$ cat src/rtl/qpv_pkg.sv
package qpv_pkg;

    localparam int unsigned WIN_W       = 16;
    localparam int unsigned WSTEP_W     = 24;
    localparam int unsigned VEL_W       = 21;
    localparam int unsigned REL_OUT_W   = 8;
    localparam int unsigned POS_OUT_W   = 32;
    localparam int unsigned MS_PER_S    = 1000;
    localparam int unsigned MS_PER_S_W  = 10;
    localparam int unsigned QUO_W       = 33;
    localparam int unsigned DIV_STEPS   = QUO_W;
    localparam int unsigned DIV_CNT_W   = $clog2(DIV_STEPS);

    localparam logic [WIN_W-1:0]   WIN_RESET   = 16'd256;
    localparam logic [WIN_W-1:0]   ELAPSED_MAX = 16'hFFFF;
    localparam logic [QUO_W-1:0]   VEL_POS_LIM = 33'd1048575;
    localparam logic [QUO_W-1:0]   VEL_NEG_LIM = 33'd1048576;
    localparam logic [VEL_W-1:0]   VEL_MAX     = 21'h0FFFFF;
    localparam logic [VEL_W-1:0]   VEL_MIN     = 21'h100000;

    typedef enum logic {
        KIND_PIN  = 1'b0,
        KIND_TICK = 1'b1
    } t_kind;

    typedef struct packed {
        logic load;
        logic exec;
        logic mul;
        logic div_step;
        logic finish;
    } t_dp_cmd;

    typedef struct packed {
        logic close;
        logic div_last;
    } t_dp_sts;

endpackage

$ cat src/rtl/qpv_ctrl.sv
module qpv_ctrl (
    input  logic             i_clk,
    input  logic             i_rst_n,
    input  logic             i_valid,
    output logic             o_ready,
    output logic             o_valid,
    input  logic             i_ready,
    output qpv_pkg::t_dp_cmd o_cmd,
    input  qpv_pkg::t_dp_sts i_sts
);
    import qpv_pkg::*;

    typedef enum logic [5:0] {
        S_IDLE = 6'b000001,
        S_EXEC = 6'b000010,
        S_MUL  = 6'b000100,
        S_DIV  = 6'b001000,
        S_FIN  = 6'b010000,
        S_OUT  = 6'b100000
    } t_state;

    t_state r_state;
    t_state n_state;

    always_comb begin
        n_state = r_state;
        o_cmd   = '0;
        unique case (r_state)
            S_IDLE: begin
                if (i_valid) begin
                    o_cmd.load = 1'b1;
                    n_state    = S_EXEC;
                end
            end
            S_EXEC: begin
                o_cmd.exec = 1'b1;
                n_state    = i_sts.close ? S_MUL : S_OUT;
            end
            S_MUL: begin
                o_cmd.mul = 1'b1;
                n_state   = S_DIV;
            end
            S_DIV: begin
                o_cmd.div_step = 1'b1;
                if (i_sts.div_last) begin
                    n_state = S_FIN;
                end
            end
            S_FIN: begin
                o_cmd.finish = 1'b1;
                n_state      = S_OUT;
            end
            S_OUT: begin
                if (i_ready) begin
                    n_state = S_IDLE;
                end
            end
            default: n_state = S_IDLE;
        endcase
    end

    always_ff @(posedge i_clk) begin
        if (!i_rst_n) begin
            r_state <= S_IDLE;
        end else begin
            r_state <= n_state;
        end
    end

    assign o_ready = (r_state == S_IDLE);
    assign o_valid = (r_state == S_OUT);

    a_no_overlap: assert property (@(posedge i_clk) disable iff (!i_rst_n)
        !(o_ready && o_valid))
        else $error("input and output phases overlap");

    a_div_to_fin: assert property (@(posedge i_clk) disable iff (!i_rst_n)
        (r_state == S_DIV && i_sts.div_last) |=> (r_state == S_FIN))
        else $error("divider end not followed by finish");

    a_valid_src: assert property (@(posedge i_clk) disable iff (!i_rst_n)
        $rose(o_valid) |-> ($past(r_state) == S_EXEC || $past(r_state) == S_FIN))
        else $error("result raised from wrong state");

endmodule

$ cat src/rtl/qpv_dp.sv
module qpv_dp #(
    parameter int unsigned STEPS_PER_REV = 256,
    parameter int unsigned POSITION_BITS = 32
) (
    input  logic                                    i_clk,
    input  logic                                    i_rst_n,
    input  logic                                    i_cfg_wr_en,
    input  logic [qpv_pkg::WIN_W-1:0]               i_cfg_wr_data,
    input  logic                                    i_kind,
    input  logic                                    i_level_a,
    input  logic                                    i_level_b,
    input  qpv_pkg::t_dp_cmd                        i_cmd,
    output qpv_pkg::t_dp_sts                        o_sts,
    output logic signed [qpv_pkg::POS_OUT_W-1:0]    o_position,
    output logic [qpv_pkg::REL_OUT_W-1:0]           o_relative_position,
    output logic signed [qpv_pkg::VEL_W-1:0]        o_velocity,
    output logic                                    o_velocity_updated
);
    import qpv_pkg::*;

    localparam int unsigned REL_W = $clog2(STEPS_PER_REV);
    localparam logic [REL_W-1:0] REL_TOP = REL_W'(STEPS_PER_REV - 1);
    localparam logic signed [POSITION_BITS-1:0] POS_MAX =
        {1'b0, {(POSITION_BITS-1){1'b1}}};
    localparam logic signed [POSITION_BITS-1:0] POS_MIN =
        {1'b1, {(POSITION_BITS-1){1'b0}}};
    localparam logic signed [WSTEP_W-1:0] WSTEP_MAX = {1'b0, {(WSTEP_W-1){1'b1}}};
    localparam logic signed [WSTEP_W-1:0] WSTEP_MIN = {1'b1, {(WSTEP_W-1){1'b0}}};

    logic [WIN_W-1:0]                r_window_ms;
    t_kind                           r_kind;
    logic                            r_a;
    logic                            r_b;
    logic                            r_last_a;
    logic                            r_primed;
    logic signed [POSITION_BITS-1:0] r_pos;
    logic [REL_W-1:0]                r_rel;
    logic signed [WSTEP_W-1:0]       r_wsteps;
    logic [WIN_W-1:0]                r_elapsed;
    logic signed [VEL_W-1:0]         r_speed;
    logic                            r_updated;
    logic                            r_neg;
    logic [WSTEP_W-1:0]              r_mag;
    logic [WIN_W-1:0]                r_divisor;
    logic [QUO_W-1:0]                r_quo;
    logic [WIN_W-1:0]                r_rem;
    logic [DIV_CNT_W-1:0]            r_cnt;

    logic [WIN_W-1:0]  n_elapsed;
    logic              close;
    logic              step_up;
    logic              step_dn;
    logic [WIN_W:0]    rem_sh;
    logic              rem_ge;
    logic [QUO_W-1:0]  quo_neg;

    assign n_elapsed = (r_elapsed != ELAPSED_MAX) ? r_elapsed + 1'b1 : r_elapsed;
    assign close     = (r_kind == KIND_TICK) && (n_elapsed >= r_window_ms);
    assign step_up   = (r_kind == KIND_PIN) && r_primed && r_a && !r_last_a && !r_b;
    assign step_dn   = (r_kind == KIND_PIN) && r_primed && r_a && !r_last_a && r_b;
    assign rem_sh    = {r_rem, r_quo[QUO_W-1]};
    assign rem_ge    = (rem_sh >= {1'b0, r_divisor});
    assign quo_neg   = QUO_W'(-r_quo);

    assign o_sts.close    = close;
    assign o_sts.div_last = (r_cnt == DIV_CNT_W'(DIV_STEPS - 1));

    always_ff @(posedge i_clk) begin
        if (!i_rst_n) begin
            r_window_ms <= WIN_RESET;
        end else if (i_cfg_wr_en) begin
            r_window_ms <= i_cfg_wr_data;
        end
    end

    always_ff @(posedge i_clk) begin
        if (i_cmd.load) begin
            r_kind <= t_kind'(i_kind);
            r_a    <= i_level_a;
            r_b    <= i_level_b;
        end
    end

    always_ff @(posedge i_clk) begin
        if (!i_rst_n) begin
            r_last_a  <= 1'b0;
            r_primed  <= 1'b0;
            r_pos     <= '0;
            r_rel     <= '0;
            r_wsteps  <= '0;
            r_elapsed <= '0;
            r_speed   <= '0;
            r_updated <= 1'b0;
        end else if (i_cmd.exec) begin
            if (r_kind == KIND_PIN) begin
                r_updated <= 1'b0;
                r_primed  <= 1'b1;
                r_last_a  <= r_a;
                if (step_up) begin
                    if (r_pos != POS_MAX) begin
                        r_pos <= r_pos + 1'b1;
                        r_rel <= (r_rel == REL_TOP) ? '0 : r_rel + 1'b1;
                    end
                    if (r_wsteps != WSTEP_MAX) begin
                        r_wsteps <= r_wsteps + 1'b1;
                    end
                end else if (step_dn) begin
                    if (r_pos != POS_MIN) begin
                        r_pos <= r_pos - 1'b1;
                        r_rel <= (r_rel == '0) ? REL_TOP : r_rel - 1'b1;
                    end
                    if (r_wsteps != WSTEP_MIN) begin
                        r_wsteps <= r_wsteps - 1'b1;
                    end
                end
            end else if (close) begin
                r_updated <= 1'b1;
                r_wsteps  <= '0;
                r_elapsed <= '0;
            end else begin
                r_updated <= 1'b0;
                r_elapsed <= n_elapsed;
            end
        end else if (i_cmd.finish) begin
            if (r_neg) begin
                r_speed <= (r_quo > VEL_NEG_LIM) ? VEL_MIN : quo_neg[VEL_W-1:0];
            end else begin
                r_speed <= (r_quo > VEL_POS_LIM) ? VEL_MAX : r_quo[VEL_W-1:0];
            end
        end
    end

    // divider operands and shift-subtract iteration
    always_ff @(posedge i_clk) begin
        if (i_cmd.exec && close) begin
            r_neg     <= r_wsteps[WSTEP_W-1];
            r_mag     <= r_wsteps[WSTEP_W-1] ? WSTEP_W'(-r_wsteps) : r_wsteps;
            r_divisor <= n_elapsed;
        end
        if (i_cmd.mul) begin
            r_quo <= QUO_W'(r_mag * MS_PER_S_W'(MS_PER_S));
            r_rem <= '0;
            r_cnt <= '0;
        end else if (i_cmd.div_step) begin
            r_quo <= {r_quo[QUO_W-2:0], rem_ge};
            r_rem <= rem_ge ? WIN_W'(rem_sh - {1'b0, r_divisor}) : rem_sh[WIN_W-1:0];
            r_cnt <= r_cnt + 1'b1;
        end
    end

    assign o_position          = POS_OUT_W'(r_pos);
    assign o_relative_position = REL_OUT_W'(r_rel);
    assign o_velocity          = r_speed;
    assign o_velocity_updated  = r_updated;

    a_rel_range: assert property (@(posedge i_clk) disable iff (!i_rst_n)
        r_rel <= REL_TOP)
        else $error("relative position out of range");

    a_close_clears: assert property (@(posedge i_clk) disable iff (!i_rst_n)
        (i_cmd.exec && close) |=> (r_elapsed == '0 && r_wsteps == '0 && r_updated))
        else $error("window close did not restart the window");

endmodule

$ cat src/rtl/quadrature_position_velocity_core.sv
// Sequence: a pin event or a tick that does not close the window goes through the
// execute state and is then offered at the output; a tick that closes the window passes
// through execute, a multiply step, the 33-step shift-subtract speed divider and finish.
// A new transaction is accepted only once the previous result has been taken.
// Reset (synchronous, active low): position, window and speed clear, window length 256.
module quadrature_position_velocity_core #(
    parameter int unsigned STEPS_PER_REV = 256,
    parameter int unsigned POSITION_BITS = 32
) (
    input  logic                                    i_clk,
    input  logic                                    i_rst_n,
    input  logic                                    i_cfg_wr_en,
    input  logic [qpv_pkg::WIN_W-1:0]               i_cfg_wr_data,
    input  logic                                    i_valid,
    output logic                                    o_ready,
    input  logic                                    i_kind,
    input  logic                                    i_level_a,
    input  logic                                    i_level_b,
    output logic                                    o_valid,
    input  logic                                    i_ready,
    output logic signed [qpv_pkg::POS_OUT_W-1:0]    o_position,
    output logic [qpv_pkg::REL_OUT_W-1:0]           o_relative_position,
    output logic signed [qpv_pkg::VEL_W-1:0]        o_velocity,
    output logic                                    o_velocity_updated
);
    import qpv_pkg::*;

    t_dp_cmd cmd;
    t_dp_sts sts;

    qpv_ctrl u_ctrl (
        .i_clk   (i_clk),
        .i_rst_n (i_rst_n),
        .i_valid (i_valid),
        .o_ready (o_ready),
        .o_valid (o_valid),
        .i_ready (i_ready),
        .o_cmd   (cmd),
        .i_sts   (sts)
    );

    qpv_dp #(
        .STEPS_PER_REV (STEPS_PER_REV),
        .POSITION_BITS (POSITION_BITS)
    ) u_dp (
        .i_clk               (i_clk),
        .i_rst_n             (i_rst_n),
        .i_cfg_wr_en         (i_cfg_wr_en),
        .i_cfg_wr_data       (i_cfg_wr_data),
        .i_kind              (i_kind),
        .i_level_a           (i_level_a),
        .i_level_b           (i_level_b),
        .i_cmd               (cmd),
        .o_sts               (sts),
        .o_position          (o_position),
        .o_relative_position (o_relative_position),
        .o_velocity          (o_velocity),
        .o_velocity_updated  (o_velocity_updated)
    );

endmodule

$ cat config.mk
export PLATFORM = sky130hd
export DESIGN_NAME = quadrature_position_velocity_core
export DESIGN_NICKNAME = d
export VERILOG_FILES = /design/src/rtl/qpv_pkg.sv /design/src/rtl/qpv_ctrl.sv /design/src/rtl/qpv_dp.sv /design/src/rtl/quadrature_position_velocity_core.sv
export SDC_FILE = /design/constraint.sdc
export NUM_CORES = 1
export LEC_CHECK = 0
export ABC_CLOCK_PERIOD_IN_PS = 6060
export BUFFER_PORTS_ARGS = -buffer_cell sky130_fd_sc_hd__buf_2
export CAP_MARGIN = 40
export CORE_MARGIN = 5
export CORE_UTILIZATION = 43
export CTS_BUF_LIST = sky130_fd_sc_hd__clkbuf_4 sky130_fd_sc_hd__clkbuf_8
export CTS_CLUSTER_DIAMETER = 60
export DETAILED_ROUTE_END_ITERATION = 10
export HOLD_SLACK_MARGIN = 0.02
export PLACE_DENSITY_LB_ADDON = 0.1
export RECOVER_POWER = 50
export SLEW_MARGIN = 20
export SYNTH_ARGS = -nofsm -noshare
export SYNTH_HDL_FRONTEND = slang
export SYNTH_SLANG_ARGS = --single-unit
$ cat constraint.sdc
create_clock -name i_clk -period 6.06 [get_ports i_clk]
set_clock_uncertainty 0.15 [all_clocks]
set_input_delay 0.303 -clock i_clk [delete_from_list [all_inputs] [get_ports i_clk]]
set_output_delay 0.303 -clock i_clk [all_outputs]
set_load 0.01 [all_outputs]
==> reports/metrics.yaml <==
placement:
  dp_cells: 2584
  gp_congestion: 0.8733
  place_hpwl_um: 31920
  numPortBuffers: 87
  dpl_cell_area_mm2: 0.01870
synth:
  synth-compound-area-share: 0.1872
  yosys.area_share.simple: 0.1721
  synth_cells: 2019
  ys_top_cells_by_area: "dfxtp_1 (17%), edfxtp_1 (13%), ha_1 (11%)"
  ys_seq_elements: 225
  post-synth-top-count-cell: "inv_1"
  synth_cell_types: 79
  synth_xor_area_frac: 0.05439
  async_flop_share: 0
  synthMuxAreaShare: 0.02098
  syn_area_per_cell_um2: 8.774
  ys_seq_area_frac: 0.2961
  synth_top_area_frac: 0.1706
  synth_top_family_by_area: "adder cells"
  yosys_warnings: 0
  synth-edff-count: 74
  yosys_most_used_dff: "dfxtp_1"
  synthAdderAreaFrac: 0.2129
  yosys.area.top_type: "dfxtp_1"
  syn_nets: 2291
  synth_area_mm2: 0.01771
  synth_common_cells: "inv_1 (184), nand2_1 (172), nor2_1 (172), ha_1 (159), dfxtp_1 (151)"
setup_path:
  r2r-end: "u_dp.r_quo[30]"
  crit_arrival_ns: 5.75
  regToRegSetupSlack_ns: 0.51
  r2r-start: "u_dp.r_mag[1]"
  critPathCaptureType: "flop"
  critical_path_class: "reg -> reg"
  start_kind: "flop"
  r2r_cells: 16
  path_max_fanout: 5
  worstPathRequired_ns: 6.26
final_layout:
  fin_cells: 2695
  area_delta_synth_final_pct: 11.80
  final_area_mm2: 0.01981
  n_fill_cell: 3957
  nNetsFinal: 2398
  drive_gt1_frac: 0.06386
global_routing:
  use_met3: 0.03027
  grt_overflow: 0
  grt.met1_usage: 0.2643
  top_usage_layer: "met2"
  grtUsageTotal: 0.1910
  grt_max_degree: 94
  grt_use_met2: 0.3081
  antenna_found_initial: 0
  grt_pass1_wl_um: 72280
  grt_pass1_vias: 14369
clocking:
  clk_path_buf_depth: 3
  clkTransAtPathRegs_ns: 0.06
  htreeDepth: 2
  cts_tree: "yes"
  clockRootBuffer: "clkbuf_8"
  insertion_delay_ns: 0.61
  cts_made_buffers: 45
  cts_resized: 0
  clkSinkCount: 225
power:
  total_power_mw: 3.465
  total_leakage_power_nw: 8.615
  power.density_mw_per_mm2: 174.9
  peakVddDrop_v: 0.0001274
routing:
  routed_wl_um: 43090
  first_iter_violations: 798
  vias: 14616
  wire_per_inst_um: 15.99
  route.detailed.drc: 0
  ant_nets: 0
  viasPerCell: 5.423
  first_pass_iters: 5
die:
  start_util: 0.4338
  num_rows: 74
  die_area_mm2: 0.04536
  core_mm2: 0.04083
  io_pins: 88
  die_w_um: 213.0
  die_h_um: 213.0
worst_hold_path:
  min_path_type: "in -> reg"
  hold_end: "u_dp.r_window_ms[4]"
  holdPathStages: 3
  min_from: "i_cfg_wr_en"
sta:
  hold_violations: 0
  slew_headroom: -0.4959
  tightest_slew_ns: 2.244
  maxClockFrequency_mhz: 180.1
  fin_tns_setup_ns: 0
  setup_violations: 0
  post-route-period-util: 0.9162
  min_period_ns: 5.552
  rsz0062_at_grt: "false"
  slew_viol_final: 241
run_status:
  violations: "capacitance limit, slew limit"
  status: "complete, but fails checks"
flow_run:
  drv_cap: 5
==> through the flow <==
step                setup slack [ns]  hold slack, ns  utilization
global route                  0.1198         0.06449       0.4849
global placement              0.5291          0.2768       0.4576
detailed placement            0.4623          0.2777       0.4580
CTS                           0.4591         0.02187       0.4882
finish                        0.5079         0.08876       0.4850
floorplan                     0.9852          0.2519            -
==> per-layer routing <==
layer  wire, µm  up-vias  share of wire
li1           -     7410              -
met1      20790     6910           0.48
met2      19460      229           0.45
met3       1726       67          0.040
met4       1107        0          0.026
met5          0        -              0
==> cell usage in the layout, fill, tap and decap left out, types with 53 or more instances in the layout <==
cell type  netlist  final
o21ai_0        132    132
fa_1            89     89
ha_1           159    159
inv_1          184    183
edfxtp_1        74     74
clkbuf_1        64     72
xnor2_1         74     74
nand2_1        172    172
clkbuf_8         0     53
nor2_1         172    172
dfxtp_1        151    151
a21oi_1        150    150
==> critical path, stage by stage (launching register included) <==
cell,delay (ns)
edfxtp_1,0.48
fa_1,0.54
fa_1,0.51
inv_1,0.05
fa_1,0.47
fa_1,0.51
inv_1,0.04
ha_1,0.32
o21ai_0,0.17
nor2_1,0.09
o31a_1,0.28
o21ai_0,0.40
o21ai_0,0.28
a311oi_1,0.52
a21oi_1,0.14
xor2_1,0.16
a22o_1,0.19
==> sequential cells by signal, summed over array words and instances (netlist names), 6 cells and up <==
register                  flops
u_ctrl.r_state                6
u_dp.o_position              32
u_dp.o_relative_position      8
u_dp.o_velocity              21
u_dp.r_cnt                    6
u_dp.r_divisor               16
u_dp.r_elapsed               16
u_dp.r_mag                   24
u_dp.r_quo                   33
u_dp.r_rem                   16
u_dp.r_window_ms             16
u_dp.r_wsteps                24
==> cell type report <==
| cell class | instances | area (µm²) | area share |
|---|---|---|---|
| Sequential cell | 225 | 5245 | 0.2648 |
| Multi-Input combinational cell | 1536 | 11470 | 0.5793 |
| Tap cell | 532 | 665.6 | 0.03361 |
| Inverter | 185 | 695.7 | 0.03513 |
| Antenna cell | 2 | 5.005 | 0.0002527 |
| Timing Repair Buffer | 133 | 745.7 | 0.03765 |
| Clock inverter | 12 | 117.6 | 0.005938 |
| Clock buffer | 70 | 857.1 | 0.04328 |
==> worst max-delay path by stage <==
stage / startpoint / to / slack [ns] / depth (start not counted)
global placement: u_dp.r_mag[0] / u_dp.r_quo[30] / 0.53 / 16
global route: u_dp.r_mag[0] / u_dp.r_quo[30] / 0.12 / 16
detailed placement: u_dp.r_mag[0] / u_dp.r_quo[30] / 0.46 / 16
floorplan: u_dp.r_mag[0] / u_dp.r_quo[30] / 0.99 / 16
CTS: u_dp.r_mag[0] / u_dp.r_quo[30] / 0.46 / 16
finish: u_dp.r_mag[1] / u_dp.r_quo[30] / 0.51 / 16
==> logic make-up (layout without fill, tap and decap cells) <==
group,after synthesis,after routing
AND/OR/NAND/NOR,617,617
AO/OA/AOI/OAI,524,524
buffers and inverters,258,400
adder cells (fa/ha/maj),248,248
flip-flops,225,225
XOR/XNOR,110,110
multiplexers,37,37
other,0,2
==> where the power goes <==
group / leakage (nW) / total [mW] / internal, mW / switching (mW)
clock network: 0.525 / 1.68 / 0.987 / 0.697
logic: 6.17 / 0.201 / 0.0815 / 0.120
registers: 1.92 / 1.58 / 1.57 / 0.0130
total: 8.62 / 3.46 / 2.64 / 0.830
==> what timing repair did <==
action | in CTS | in global routing
hold buffers | 26 | 0
buffers inserted | 0 | 0
endpoints found under the hold margin | 21 | 0
Power figures use the tool's default switching activity.
